===== src/rtl/core/utf8v_pkg.sv =====
// ----------------------------------------------------------------------------
// UTF-8 validator package
// Shared types, status codes and the scalar value check for the validator.
// ----------------------------------------------------------------------------
package utf8v_pkg;

  localparam int CP_W = 21;

  // Verdict codes carried on the status field.
  typedef enum logic [1:0] {
    STATUS_CONT   = 2'd0,
    STATUS_ACCEPT = 2'd1,
    STATUS_REJECT = 2'd2
  } status_t;

  localparam logic [7:0] ASCII_MAX   = 8'h7f;
  localparam logic [7:0] LEAD2_LO    = 8'hc2;
  localparam logic [7:0] LEAD2_HI    = 8'hdf;
  localparam logic [7:0] LEAD3_LO    = 8'he0;
  localparam logic [7:0] LEAD3_HI    = 8'hef;
  localparam logic [7:0] LEAD4_LO    = 8'hf0;
  localparam logic [7:0] LEAD4_HI    = 8'hf4;
  localparam logic [7:0] CONT_MASK   = 8'hc0;
  localparam logic [7:0] CONT_TAG    = 8'h80;

  localparam logic [CP_W-1:0] MIN_3BYTE  = 21'h000800;
  localparam logic [CP_W-1:0] MIN_4BYTE  = 21'h010000;
  localparam logic [CP_W-1:0] SURR_LO    = 21'h00d800;
  localparam logic [CP_W-1:0] SURR_HI    = 21'h00dfff;
  localparam logic [CP_W-1:0] CP_MAX     = 21'h10ffff;
  localparam logic [CP_W-1:0] CTRL_LIMIT = 21'h000020;
  localparam logic [CP_W-1:0] LINE_FEED  = 21'h00000a;

  // Decoder state carried from one word to the next.
  typedef struct packed {
    logic [1:0]      bytes_pending;
    logic [1:0]      sequence_length;
    logic [CP_W-1:0] partial_value;
    logic            error_seen;
  } state_t;

  // Result of one word.
  typedef struct packed {
    status_t         status;
    logic            char_complete;
    logic [CP_W-1:0] code_point;
  } result_t;

  // True when a finished sequence yields a legal, allowed scalar value.
  function automatic logic scalar_ok(input logic [CP_W-1:0] cp, input logic [1:0] seq);
    logic ok;
    ok = 1'b1;
    if (seq == 2'd2 && cp < MIN_3BYTE) ok = 1'b0;
    if (seq == 2'd3 && cp < MIN_4BYTE) ok = 1'b0;
    if (cp >= SURR_LO && cp <= SURR_HI) ok = 1'b0;
    if (cp > CP_MAX) ok = 1'b0;
    if (cp < CTRL_LIMIT && cp != LINE_FEED) ok = 1'b0;
    return ok;
  endfunction

endpackage


===== src/rtl/core/utf8_strict_validator_core.sv =====
// ----------------------------------------------------------------------------
// Strict UTF-8 validator core
// Checks a byte string as strict UTF-8 and reports a verdict on every word.
// ----------------------------------------------------------------------------
// Usage:
//   The input channel carries one byte of the string per word, with
//   in_final_byte high on the last byte. Every input word yields exactly
//   one result word on the output channel: the running status (continuing,
//   accepted or rejected), a flag when the byte completed a code point,
//   and the decoded code point in that case (zero otherwise).
//   The result of an accepted word is registered and shows at the output
//   in the cycle after the word is taken. Throughput is one word per cycle
//   while the receiver does not stall, set by the single decode stage
//   between the state registers and the output register.
//   When the receiver stalls, the output register holds its word and the
//   input channel is stalled in the same cycle; a word is taken again as
//   soon as the output word is taken or the output register is empty.
//   Reset clears the decoder state and empties the output register, so the
//   first byte after reset starts a new string. The final byte of each
//   string also clears the decoder state.
// ----------------------------------------------------------------------------
module utf8_strict_validator_core (
  input  logic                        clk,
  input  logic                        rst_n,
  input  logic                        in_valid,
  output logic                        in_stall,
  input  logic [7:0]                  in_data_byte,
  input  logic                        in_final_byte,
  output logic                        out_valid,
  input  logic                        out_stall,
  output logic [1:0]                  out_status,
  output logic                        out_char_complete,
  output logic [utf8v_pkg::CP_W-1:0]  out_code_point
);
  import utf8v_pkg::*;

  state_t  state_r, state_nxt;
  result_t res_r, res_nxt;
  logic    out_valid_r, out_valid_nxt;
  logic    in_accept;

  // The output register can take a new word when it is empty or its word
  // leaves in this cycle.
  assign in_stall  = out_valid_r & out_stall;
  assign in_accept = in_valid & ~in_stall;

  utf8v_step u_step (
    .state_i      (state_r),
    .data_byte_i  (in_data_byte),
    .final_byte_i (in_final_byte),
    .state_o      (state_nxt),
    .result_o     (res_nxt)
  );

  always_comb begin
    if (in_accept) begin
      out_valid_nxt = 1'b1;
    end else begin
      out_valid_nxt = out_valid_r & out_stall;
    end
  end

  // Decoder state advances only on an accepted word.
  always_ff @(posedge clk) begin
    if (!rst_n) begin
      state_r     <= '0;
      out_valid_r <= 1'b0;
    end else begin
      out_valid_r <= out_valid_nxt;
      if (in_accept) begin
        state_r <= state_nxt;
      end
    end
  end

  // Result payload needs no reset; it is qualified by out_valid.
  always_ff @(posedge clk) begin
    if (in_accept) begin
      res_r <= res_nxt;
    end
  end

  assign out_valid         = out_valid_r;
  assign out_status        = res_r.status;
  assign out_char_complete = res_r.char_complete;
  assign out_code_point    = res_r.code_point;

  // A final byte always leaves the decoder clean for the next string.
  a_final_clears: assert property (@(posedge clk) disable iff (!rst_n)
    in_accept && in_final_byte |=> state_r == '0)
    else $error("state not cleared after final byte");

  // An error sticks until the final byte.
  a_error_sticks: assert property (@(posedge clk) disable iff (!rst_n)
    in_accept && !in_final_byte && state_r.error_seen |=> state_r.error_seen)
    else $error("error flag dropped inside a string");

  // After an error no continuation bytes are expected.
  a_error_no_pending: assert property (@(posedge clk) disable iff (!rst_n)
    state_r.error_seen |-> state_r.bytes_pending == 2'd0)
    else $error("pending count left after error");

  // A completed character is a legal scalar and never carries a rejection.
  a_char_legal: assert property (@(posedge clk) disable iff (!rst_n)
    out_valid_r && res_r.char_complete |->
      res_r.code_point <= CP_MAX && res_r.status != STATUS_REJECT)
    else $error("completed character out of range or rejected");

endmodule


===== src/rtl/core/utf8v_step.sv =====
// ----------------------------------------------------------------------------
// UTF-8 validator step logic
// Combinational decode of one byte against the current decoder state.
// ----------------------------------------------------------------------------
module utf8v_step (
  input  utf8v_pkg::state_t  state_i,
  input  logic [7:0]         data_byte_i,
  input  logic               final_byte_i,
  output utf8v_pkg::state_t  state_o,
  output utf8v_pkg::result_t result_o
);
  import utf8v_pkg::*;

  state_t          st;
  logic            done;
  logic [CP_W-1:0] cp;
  logic [CP_W-1:0] shifted;

  assign shifted = {state_i.partial_value[CP_W-7:0], data_byte_i[5:0]};

  always_comb begin
    st   = state_i;
    done = 1'b0;
    cp   = '0;
    if (!state_i.error_seen) begin
      if (state_i.bytes_pending == 2'd0) begin
        if (data_byte_i <= ASCII_MAX) begin
          if (scalar_ok({13'd0, data_byte_i}, 2'd0)) begin
            done = 1'b1;
            cp   = {13'd0, data_byte_i};
          end else begin
            st.error_seen = 1'b1;
          end
        end else if (data_byte_i >= LEAD2_LO && data_byte_i <= LEAD2_HI) begin
          st.partial_value   = {16'd0, data_byte_i[4:0]};
          st.bytes_pending   = 2'd1;
          st.sequence_length = 2'd1;
        end else if (data_byte_i >= LEAD3_LO && data_byte_i <= LEAD3_HI) begin
          st.partial_value   = {17'd0, data_byte_i[3:0]};
          st.bytes_pending   = 2'd2;
          st.sequence_length = 2'd2;
        end else if (data_byte_i >= LEAD4_LO && data_byte_i <= LEAD4_HI) begin
          st.partial_value   = {18'd0, data_byte_i[2:0]};
          st.bytes_pending   = 2'd3;
          st.sequence_length = 2'd3;
        end else begin
          st.error_seen = 1'b1;
        end
      end else if ((data_byte_i & CONT_MASK) != CONT_TAG) begin
        st.error_seen    = 1'b1;
        st.bytes_pending = 2'd0;
      end else begin
        st.partial_value = shifted;
        st.bytes_pending = state_i.bytes_pending - 2'd1;
        if (state_i.bytes_pending == 2'd1) begin
          if (scalar_ok(shifted, state_i.sequence_length)) begin
            done = 1'b1;
            cp   = shifted;
          end else begin
            st.error_seen = 1'b1;
          end
        end
      end
    end

    result_o.char_complete = done;
    result_o.code_point    = cp;
    if (final_byte_i) begin
      result_o.status = (st.error_seen || st.bytes_pending != 2'd0) ? STATUS_REJECT
                                                                    : STATUS_ACCEPT;
      state_o = '0;
    end else begin
      result_o.status = st.error_seen ? STATUS_REJECT : STATUS_CONT;
      state_o = st;
    end
  end

endmodule


===== config.mk =====
export PLATFORM = sky130hd
export DESIGN_NAME = utf8_strict_validator_core
export DESIGN_NICKNAME = d
export VERILOG_FILES = /design/src/rtl/core/utf8v_pkg.sv /design/src/rtl/core/utf8_strict_validator_core.sv /design/src/rtl/core/utf8v_step.sv
export SDC_FILE = /design/constraint.sdc
export NUM_CORES = 1
export LEC_CHECK = 0
export ABC_AREA = 1
export CAP_MARGIN = 10
export CORE_ASPECT_RATIO = 1.5
export CORE_MARGIN = 2
export CORE_UTILIZATION = 50
export CTS_CLUSTER_DIAMETER = 60
export DETAILED_ROUTE_END_ITERATION = 6
export DONT_BUFFER_PORTS = 1
export GPL_TIMING_DRIVEN = 0
export HOLD_SLACK_MARGIN = 0.02
export PLACE_DENSITY_LB_ADDON = 0.3
export SLEW_MARGIN = 5
export SYNTH_ARGS = -nofsm -noshare
export SYNTH_HDL_FRONTEND = slang
export SYNTH_SLANG_ARGS = --single-unit

===== constraint.sdc =====
create_clock -name clk -period 3.8 [get_ports clk]
set_input_delay 0.57 -clock clk [delete_from_list [all_inputs] [get_ports clk]]
set_output_delay 0.57 -clock clk [all_outputs]
set_load 0.02 [all_outputs]

==> results.sh, run 1 <==
export IMPL_cp_buffers_inverters=3
export IMPL_power_uw=1090
export IMPL_seqPwrFrac_pct=53.1
export IMPL_yosysUniqueCellTypes=27
export IMPL_drtPass1Iterations=7
export IMPL_numCtsBuffers=5
export IMPL_syn_inst=278
export IMPL_dp_hpwl_mm=3.35
export IMPL_min_period_over_period_pct=59.1
export IMPL_ant_nets=0
export IMPL_drv_cap=0
export IMPL_cts_hold_buffers=0
export IMPL_cp_top_family="simple AND/OR/NAND/NOR gates"
export IMPL_pwr_share_clk_pct=32.9
export IMPL_fmax_ghz=0.446
export IMPL_area_delta_synth_final_pct=8.54
export IMPL_clkTransAtPathRegs_ns=0.08
export IMPL_ctsResizeCount=0
export IMPL_fin_skew_ns=0.00427
export IMPL_ys_seq_elements=45
export IMPL_violations="design-rule violations"
export IMPL_tritoncts="built"
export IMPL_max_stage_delay_ns=0.53
export IMPL_grt_overflow_total=0
export IMPL_worst_pin_slew_ns=0.654
export IMPL_finalMaxSlewViolations=0
export IMPL_leakagePower_uw=0.00104
export IMPL_switching_share_pct=25.9
export IMPL_cts_root_buf="clkbuf_8"
export IMPL_rows=29
export IMPL_layout_nets=301
export IMPL_crit_arrival_ns=2.42
export IMPL_end_kind="register"
export IMPL_syn_nets=293
export IMPL_fp_dieW_um=58.7
export IMPL_rsz0062_at_grt="no"
export IMPL_slew_headroom_pct=56.3
export IMPL_status="finished with violations"
export IMPL_yosys_warnings=0
export IMPL_wl_per_cell_um=12.9
export IMPL_cp_cell_sequence="nand2_1, inv_1, nor2_2, inv_1, nor2_1, nand2_4, buf_8, o21ai_1, a21oi_2"
export IMPL_fin_tns_setup_ns=0
export IMPL_hold_viol=0
export IMPL_setup_viol=0
export IMPL_final_cell_mix="52 x nor2_1, 50 x nand2_1, 39 x inv_1"
export IMPL_fp_dieArea_um2=5050
export IMPL_p_sw_uw=283
export IMPL_clkLatencyLatePin_ns=0.29
export IMPL_vias=1760
export IMPL_avgSynthCellArea_um2=8.07
export IMPL_drc_errors=4
export IMPL_fillCellCount=379
export IMPL_coreArea_um2=4280
export IMPL_antenna_found_initial=0
export IMPL_antenna_cells=0
export IMPL_grt_util_all_layers_pct=19.1
export IMPL_yosysSeqAreaShare_pct=50.9
export IMPL_viasPerCell=5.29
export IMPL_critical_path_max_fanout=11
export IMPL_mostFrequentLayoutCell="nor2_1"
export IMPL_io_pin_count=39
export IMPL_htree_levels=2
export IMPL_rrSetupSlack_ns=1.56
export IMPL_gp_congestion=0.880
export IMPL_clkSinkCount=45
export IMPL_min_path_type="input pin to register"
export IMPL_internal_power_uw=811
export IMPL_wirelength_mm=4.30
export IMPL_post_route_min_period_ns=2.24
export IMPL_pwr_share_comb_pct=14.0
export IMPL_first_global_vias=1754
export IMPL_criticalPathCategory="register to register"
export IMPL_crit_path_start_kind="register"
export IMPL_powerDensity_nw_per_um2=449
export IMPL_drt_iter0_markers=57
export IMPL_post_cts_buffers=0
export IMPL_grt_pass1_wl_mm=7.36
export IMPL_io_buffers=0
export IMPL_ir_drop_v=0.000289
export IMPL_crit_top_cell="inv_1"
export IMPL_drive_gt1_share_pct=12.9
export IMPL_cts_max_path_buffers=2
export IMPL_required_ns=3.98
export IMPL_cp_slowest_cell="nor2_2"
export IMPL_syn_cell_area_um2=2240
export IMPL_die_h_um=86.0
export IMPL_initial_core_util_pct=52.4
export IMPL_grt_max_degree=17
-- cell usage after synthesis --
cell type  number  area [um2]
a21oi_1        14        70.1
a21oi_2        10        87.6
a31oi_1         1        6.26
buf_1           1        3.75
buf_2           1        5.00
buf_4           1        7.51
buf_8           1        15.0
dfxtp_1        21         420
edfxtp_1       24         721
ha_1            2        25.0
inv_1          39         146
inv_2           5        18.8
nand2_1        50         188
nand2_2         2        12.5
nand2_4         1        11.3
nand3_1        11        55.1
nand3_2         1        10.0
nand4_1         4        25.0
nand4_2         2        25.0
nor2_1         53         199
nor2_2          2        12.5
nor3_1          7        35.0
nor3_4          1        16.3
nor3b_1         1        7.51
o21ai_0        16        80.1
o21ai_1         6        30.0
o21ai_2         1        8.76
-- layer usage --
metal / vias up / track usage (%) / share of wire (%)
met5: - / 0 / 0
met4: 0 / 11.0 / 3.5
met3: 12 / 4.37 / 4.3
met2: 56 / 33.3 / 51
met1: 780 / 20.7 / 41
li1: 912 / - / -
-- worst reg2reg max path, delay by kind of cell (launching register included) --
| family | cells | cell delay (ns) |
|---|---|---|
| simple gates | 4 | 1.00 |
| buf+inv | 3 | 0.51 |
| compound gates | 2 | 0.24 |
| flops | 1 | 0.38 |
-- final timing paths --
| check | cells past startpoint | to | start |
|---|---|---|---|
| setup / recovery | 9 | state_r[11] | out_valid |
| hold / removal | 2 | state_r[4] | rst_n |
| hold reg to reg | 2 | state_r[25] | state_r[25] |
| setup reg to reg | 9 | state_r[11] | out_valid |
-- final cells by class --
class                      count  area [um2]  share of cell area [%]
buffer                         4        31.3                    1.29
clock buffer                   7        86.3                    3.55
clock inverter                 1        30.0                    1.23
inverter                      44         165                    6.79
multi-input combinational    185         907                    37.3
sequential                    45        1140                    46.9
tap                           46        57.6                    2.37
timing repair buffer           1        15.0                   0.617
-- through the flow --
step	hold slack [ns]	instance area [um2]	setup WS (ns)	instances	util, %
floorplan	0.459	2240	0.915	278	-
global placement	0.475	2300	0.168	324	53.7
detailed placement	0.486	2320	1.41	325	54.1
CTS	0.402	2430	1.55	333	56.8
global route	0.421	2430	1.41	333	56.8
finish	0.417	2430	1.56	333	56.8
-- cell families after synthesis --
kind of cell | count (synthesis) | synth area share, %
buffers and inverters | 48 | 8.76
DFF | 45 | 50.9
adders and majority gates | 2 | 1.12
AOI/OAI and AO/OA | 48 | 12.6
and+or+nand+nor | 135 | 26.6
-- state kept, by name, summed over array words and instances, names as in the netlist --
signal,flops
out_char_complete,1
out_code_point,21
out_status,2
out_valid,1
state_r,20
-- power by group through the flow --
stage	logic, uW	registers [uW]	clock network (uW)
global placement	149	592	0
finish	153	581	360
global route	176	585	385
floorplan	122	589	0
detailed placement	153	592	0
CTS	154	581	371
No activity file was read; power rests on OpenSTA's default activity.
==> inputs of run 2 (changes only) <==
==> constraint.sdc (replaced) <==
create_clock -name clk -period 1.8 [get_ports clk]
set_input_delay 0.27 -clock clk [delete_from_list [all_inputs] [get_ports clk]]
set_output_delay 0.27 -clock clk [all_outputs]
set_load 0.02 [all_outputs]
==> run 2 against run 1 <==
Net effect: the run still ends with design-rule violations left; final area is 5.0% higher; global-route usage is 0.95 points higher; fmax is 33% higher; first-iteration DRC count is 74% higher; non-clock buffer count is 4 higher; largest cell class unchanged; sequential power is 110% higher; core utilization is 2.9 points higher.
==> results.sh, run 2 (same netlist as run 1, synthesis figures left out) <==
export IMPL_status="finished with violations"
export IMPL_violations="design-rule violations"
export IMPL_max_stage_delay_ns=0.33
export IMPL_cts_hold_buffers=0
export IMPL_ir_drop_v=0.000606
export IMPL_critical_path_max_fanout=10
export IMPL_fin_skew_ns=0.00763
export IMPL_antenna_cells=0
export IMPL_rows=29
export IMPL_internal_power_uw=1690
export IMPL_leakagePower_uw=0.00107
export IMPL_numCtsBuffers=5
export IMPL_largest_reg_flops=21
export IMPL_drv_cap=0
export IMPL_coreArea_um2=4280
export IMPL_fp_dieW_um=58.7
export IMPL_dpl_instance_area_um2=2310
export IMPL_antenna_found_initial=0
export IMPL_drtPass1Iterations=7
export IMPL_grt_pass1_wl_mm=7.74
export IMPL_area_delta_synth_final_pct=14.0
export IMPL_first_global_vias=1813
export IMPL_p_sw_uw=641
export IMPL_tritoncts="built"
export IMPL_final_cell_mix="47 x nand2_1, 43 x nor2_1, 31 x inv_1"
export IMPL_slew_headroom_pct=60.4
export IMPL_fp_dieArea_um2=5050
export IMPL_cts_max_path_buffers=2
export IMPL_wirelength_mm=4.75
export IMPL_gp_congestion=0.928
export IMPL_clkLatencyLatePin_ns=0.29
export IMPL_mostFrequentLayoutCell="nand2_1"
export IMPL_drive_gt1_share_pct=23.6
export IMPL_maxUsedRoutingLayer="met4"
export IMPL_fillCellCount=380
export IMPL_crit_arrival_ns=1.87
export IMPL_cts_root_buf="clkbuf_8"
export IMPL_design_area_um2=2560
export IMPL_cp_slowest_cell="dfxtp_1"
export IMPL_cp_cell_sequence="inv_1, ha_4, clkinv_4, nand2_1, o21ai_2, nor2_4, nand2_4, buf_8, o21ai_1, a21oi_2"
export IMPL_switching_share_pct=27.5
export IMPL_io_buffers=0
export IMPL_hold_viol=0
export IMPL_layout_area_seq_um2=1150
export IMPL_pwr_share_comb_pct=16.0
export IMPL_grt_util_all_layers_pct=20.1
export IMPL_io_pin_count=39
export IMPL_met3_length_um=250
export IMPL_layout_nets=306
export IMPL_criticalPathCategory="register to register"
export IMPL_grt_overflow_total=0
export IMPL_rrSetupSlack_ns=0.12
export IMPL_vias=1863
export IMPL_viasPerCell=5.51
export IMPL_worst_pin_slew_ns=0.593
export IMPL_pre_cts_ws_ns=-0.335
export IMPL_die_h_um=86.0
export IMPL_crit_path_start_kind="register"
export IMPL_required_ns=1.99
export IMPL_setup_slack_ns=0.119
export IMPL_grt_max_degree=15
export IMPL_post_route_min_period_ns=1.68
export IMPL_drc_errors=3
export IMPL_wl_per_cell_um=14.1
export IMPL_powerDensity_nw_per_um2=913
export IMPL_pwr_share_clk_pct=31.2
export IMPL_htree_levels=2
export IMPL_wl_met1_mm=1.87
export IMPL_met2_wirelength_mm=2.46
export IMPL_dp_hpwl_mm=3.28
export IMPL_min_path_type="input pin to register"
export IMPL_setup_viol=0
export IMPL_power_uw=2330
export IMPL_initial_core_util_pct=52.4
export IMPL_clkTransAtPathRegs_ns=0.08
export IMPL_finalMaxSlewViolations=0
export IMPL_rsz0062_at_grt="yes"
export IMPL_seqPwrFrac_pct=52.8
export IMPL_min_period_over_period_pct=93.4
export IMPL_multi_input_area_um2=1000
export IMPL_fmax_ghz=0.595
export IMPL_drt_iter0_markers=99
export IMPL_ant_nets=0
export IMPL_clkSinkCount=45
export IMPL_end_kind="register"
[run 2: timing repair]
action,in CTS,in global routing
gates cloned,1,0
endpoints found under the hold margin,0,0
gates resized for setup,5,30
setup endpoints to repair,36,32
buffers inserted,3,2
pin swaps,2,12
[run 2: layout make-up]
class / instances / area share, %
Clock inverter: 2 / 1.37
Tap cell: 46 / 2.25
Clock buffer: 6 / 2.84
Timing Repair Buffer: 5 / 1.47
Buffer: 4 / 1.32
Sequential cell: 45 / 44.8
Multi-Input combinational cell: 186 / 39.3
Inverter: 44 / 6.66
[run 2: per-layer routing]
| metal | vias up | GRT usage [%] |
|---|---|---|
| met5 | - | 0 |
| met3 | 16 | 4.52 |
| met4 | 0 | 10.1 |
| met1 | 848 | 20.5 |
| met2 | 68 | 37.0 |
| li1 | 931 | - |
[run 2: path summary, 6_finish.rpt]
kind / from / depth (start not counted) / endpoint
worst min register to register: state_r[25] / 2 / state_r[25]
worst min-delay path: rst_n / 2 / state_r[1]
worst max register to register: state_r[24] / 10 / state_r[9]
worst max-delay path: state_r[24] / 10 / state_r[9]
[run 2: power by group through the flow]
stage	registers (uW)	clock network, uW	logic, uW
2_1_floorplan	1240	0	262
3_3_place_gp	1250	0	318
3_5_place_dp	1250	0	324
4_1_cts	1230	740	339
5_1_grt	1240	774	422
6_report	1230	728	373
[run 2: critical path, delay by kind of cell (launching register included)]
kind	cells	cell delay, ns
compound gates	3	0.30
fa+ha+maj	1	0.21
buf+inv	3	0.41
flops	1	0.33
simple gates	3	0.33
[run 2: through the flow]
step / std cells / hold slack, ns / TNS (ns) / utilization, %
after floorplan: 278 / 0.408 / 0 / -
after global placement: 324 / 0.416 / -3.61 / 54.1
after detailed placement: 324 / 0.416 / -4.61 / 54.1
after CTS: 336 / 0.109 / 0 / 57.6
after global routing: 338 / 0.121 / -0.0100 / 59.7
final: 338 / 0.113 / 0 / 59.7
==> inputs of run 3 (changes only) <==
==> constraint.sdc (replaced) <==
create_clock -name clk -period 1.6 [get_ports clk]
set_input_delay 0.24 -clock clk [delete_from_list [all_inputs] [get_ports clk]]
set_output_delay 0.24 -clock clk [all_outputs]
set_load 0.02 [all_outputs]
==> run 3 against run 2 <==
Net effect: die area stayed put; the flow finishes with violations (design-rule violations, negative setup slack); first-iteration DRC count increased by 16%; final area increased by 12%; register-to-register slack got worse by 0.20 ns; cell count up 6.8%; highest routed layer unchanged; global-route usage is 1.9 points higher; total power rose by 18%; fmax is essentially flat; critical path depth rose by 1; flip-flop and latch count did not move; critical path type unchanged; clock skew shrank 0.00078 ns.
==> results.sh, run 3 (same netlist as run 1, synthesis figures left out) <==
export IMPL_clkLatencyLatePin_ns=0.30
export IMPL_internal_power_uw=1980
export IMPL_grt_util_all_layers_pct=22.0
export IMPL_clkTransAtPathRegs_ns=0.08
export IMPL_viasPerCell=5.69
export IMPL_r2r_cells=11
export IMPL_io_pin_count=39
export IMPL_status="finished with violations"
export IMPL_drtPass1Iterations=7
export IMPL_fp_dieW_um=58.7
export IMPL_final_util_pct=66.8
export IMPL_largest_reg_flops=21
export IMPL_io_buffers=0
export IMPL_p_sw_uw=784
export IMPL_powerDensity_nw_per_um2=965
export IMPL_leakagePower_uw=0.00122
export IMPL_rrSetupSlack_ns=-0.08
export IMPL_crit_top_cell="nor2_1"
export IMPL_clkSinkCount=45
export IMPL_switching_share_pct=28.4
export IMPL_ir_drop_v=0.000582
export IMPL_cts_root_buf="clkbuf_8"
export IMPL_crit_arrival_ns=1.84
export IMPL_coreArea_um2=4280
export IMPL_finalMaxSlewViolations=0
export IMPL_min_path_type="input pin to register"
export IMPL_final_cell_mix="43 x nand2_1, 37 x nor2_1, 26 x inv_1"
export IMPL_antenna_found_initial=0
export IMPL_cp_slowest_cell="dfxtp_2"
export IMPL_rsz0062_at_grt="yes"
export IMPL_fin_tns_setup_ns=-0.923
export IMPL_drt_iter0_markers=115
export IMPL_timing_rr_start="state_r[10]"
export IMPL_fillCellCount=341
export IMPL_min_period_over_period_pct=105
export IMPL_first_global_vias=1897
export IMPL_area_delta_synth_final_pct=27.6
export IMPL_hold_depth=2
export IMPL_vias=2054
export IMPL_fp_dieArea_um2=5050
export IMPL_cts_hold_buffers=0
export IMPL_pwr_share_comb_pct=19.3
export IMPL_max_stage_delay_ns=0.34
export IMPL_power_uw=2760
export IMPL_numCtsBuffers=5
export IMPL_initial_core_util_pct=52.4
export IMPL_slew_headroom_pct=51.7
export IMPL_setup_viol=20
export IMPL_end_kind="register"
export IMPL_tritoncts="built"
export IMPL_rows=29
export IMPL_worst_pin_slew_ns=0.724
export IMPL_violations="design-rule violations, negative setup slack"
export IMPL_cp_top_family="simple AND/OR/NAND/NOR gates"
export IMPL_dp_cells=324
export IMPL_fmax_ghz=0.595
export IMPL_wl_per_cell_um=15.4
export IMPL_setup_slack_ns=-0.0803
export IMPL_cp_cell_sequence="nor2_2, inv_1, nor2_1, nand3_1, nand2_1, nand3_2, nor2_4, nand4_4, nand2_2, nand2_4, nor2_1"
export IMPL_crit_path_start_kind="register"
export IMPL_mostFrequentLayoutCell="nand2_1"
export IMPL_grt_pass1_wl_mm=8.38
export IMPL_drv_cap=0
export IMPL_final_cell_count_no_fill=361
export IMPL_drive_gt1_share_pct=38.4
export IMPL_post_route_min_period_ns=1.68
export IMPL_grt_max_degree=14
export IMPL_hold_viol=0
export IMPL_seqPwrFrac_pct=50.5
export IMPL_grt_overflow_total=0
export IMPL_gp_congestion=0.836
export IMPL_wirelength_mm=5.57
export IMPL_criticalPathCategory="register to register"
export IMPL_antenna_cells=0
export IMPL_htree_levels=2
export IMPL_drc_errors=3
export IMPL_dp_hpwl_mm=3.30
export IMPL_layout_nets=329
export IMPL_critical_path_max_fanout=6
export IMPL_die_h_um=86.0
export IMPL_hp_start="rst_n"
export IMPL_cp_buffers_inverters=1
export IMPL_r2r_end="out_code_point[1]"
export IMPL_ant_nets=0
export IMPL_required_ns=1.76
export IMPL_fin_skew_ns=0.00685
export IMPL_min_to="state_r[4]"
export IMPL_cts_max_path_buffers=2
export IMPL_pwr_share_clk_pct=30.2
[run 3: cell types whose count changed in the layout (fill, tap and decap cells not counted), moves of 4 or more]
cell     previous run  this run
buf_4               7        24
dfxtp_1            17        10
o21ai_2             2         9
dfxtp_2             4        10
nor2_1             43        37
inv_1              31        26
nor2_2              8        13
nand2_1            47        43
o21ai_1             6         2
[run 3: how the worst max path moves through the flow]
stage / startpoint / end / slack [ns] / cells past startpoint
6_report: state_r[10] / out_code_point[1] / -0.08 / 11
3_5_place_dp: out_valid / state_r[9] / -0.37 / 9
3_3_place_gp: out_valid / state_r[9] / -0.36 / 9
2_1_floorplan: out_valid / state_r[15] / -0.06 / 9
4_1_cts: state_r[12] / out_code_point[3] / -0.02 / 11
5_1_grt: state_r[10] / out_code_point[3] / -0.17 / 11
[run 3: routing by layer]
metal | vias to the layer above | global-route usage (%) | part of all wire, %
met2 | 103 | 39.1 | 53
met3 | 29 | 5.43 | 4.8
met4 | 0 | 13.8 | 5.2
met1 | 948 | 22.2 | 37
met5 | - | 0 | 0
li1 | 974 | - | -
[run 3: power by group through the flow]
| stage | registers [uW] | logic [uW] | clock network, uW |
|---|---|---|---|
| 6_report | 1390 | 534 | 833 |
| 4_1_cts | 1380 | 439 | 834 |
| 5_1_grt | 1400 | 579 | 888 |
| 2_1_floorplan | 1400 | 303 | 0 |
| 3_3_place_gp | 1410 | 367 | 0 |
| 3_5_place_dp | 1410 | 371 | 0 |
[run 3: final cells by class]
| class | instances | area [um2] | area share [%] |
|---|---|---|---|
| Buffer | 3 | 30.0 | 1.05 |
| Clock buffer | 6 | 72.6 | 2.54 |
| Clock inverter | 2 | 33.8 | 1.18 |
| Inverter | 44 | 175 | 6.12 |
| Multi-Input combinational cell | 186 | 1070 | 37.6 |
| Sequential cell | 45 | 1160 | 40.5 |
| Tap cell | 46 | 57.6 | 2.01 |
| Timing Repair Buffer | 29 | 259 | 9.06 |
[run 3: per-stage QoR]
step,hold slack (ns),worst slack (ns),instance area (um2)
2_1_floorplan,0.378,-0.0638,2290
3_3_place_gp,0.385,-0.355,2350
3_5_place_dp,0.385,-0.373,2350
4_1_cts,0.0681,-0.0220,2650
5_1_grt,0.0538,-0.168,2860
6_report,0.0702,-0.0803,2860
[run 3: what timing repair did]
item / CTS / global route
cloned: 2 / 1
setup endpoints to repair: 40 / 40
pin swaps: 7 / 11
setup buffers: 12 / 15
resized for setup: 22 / 45
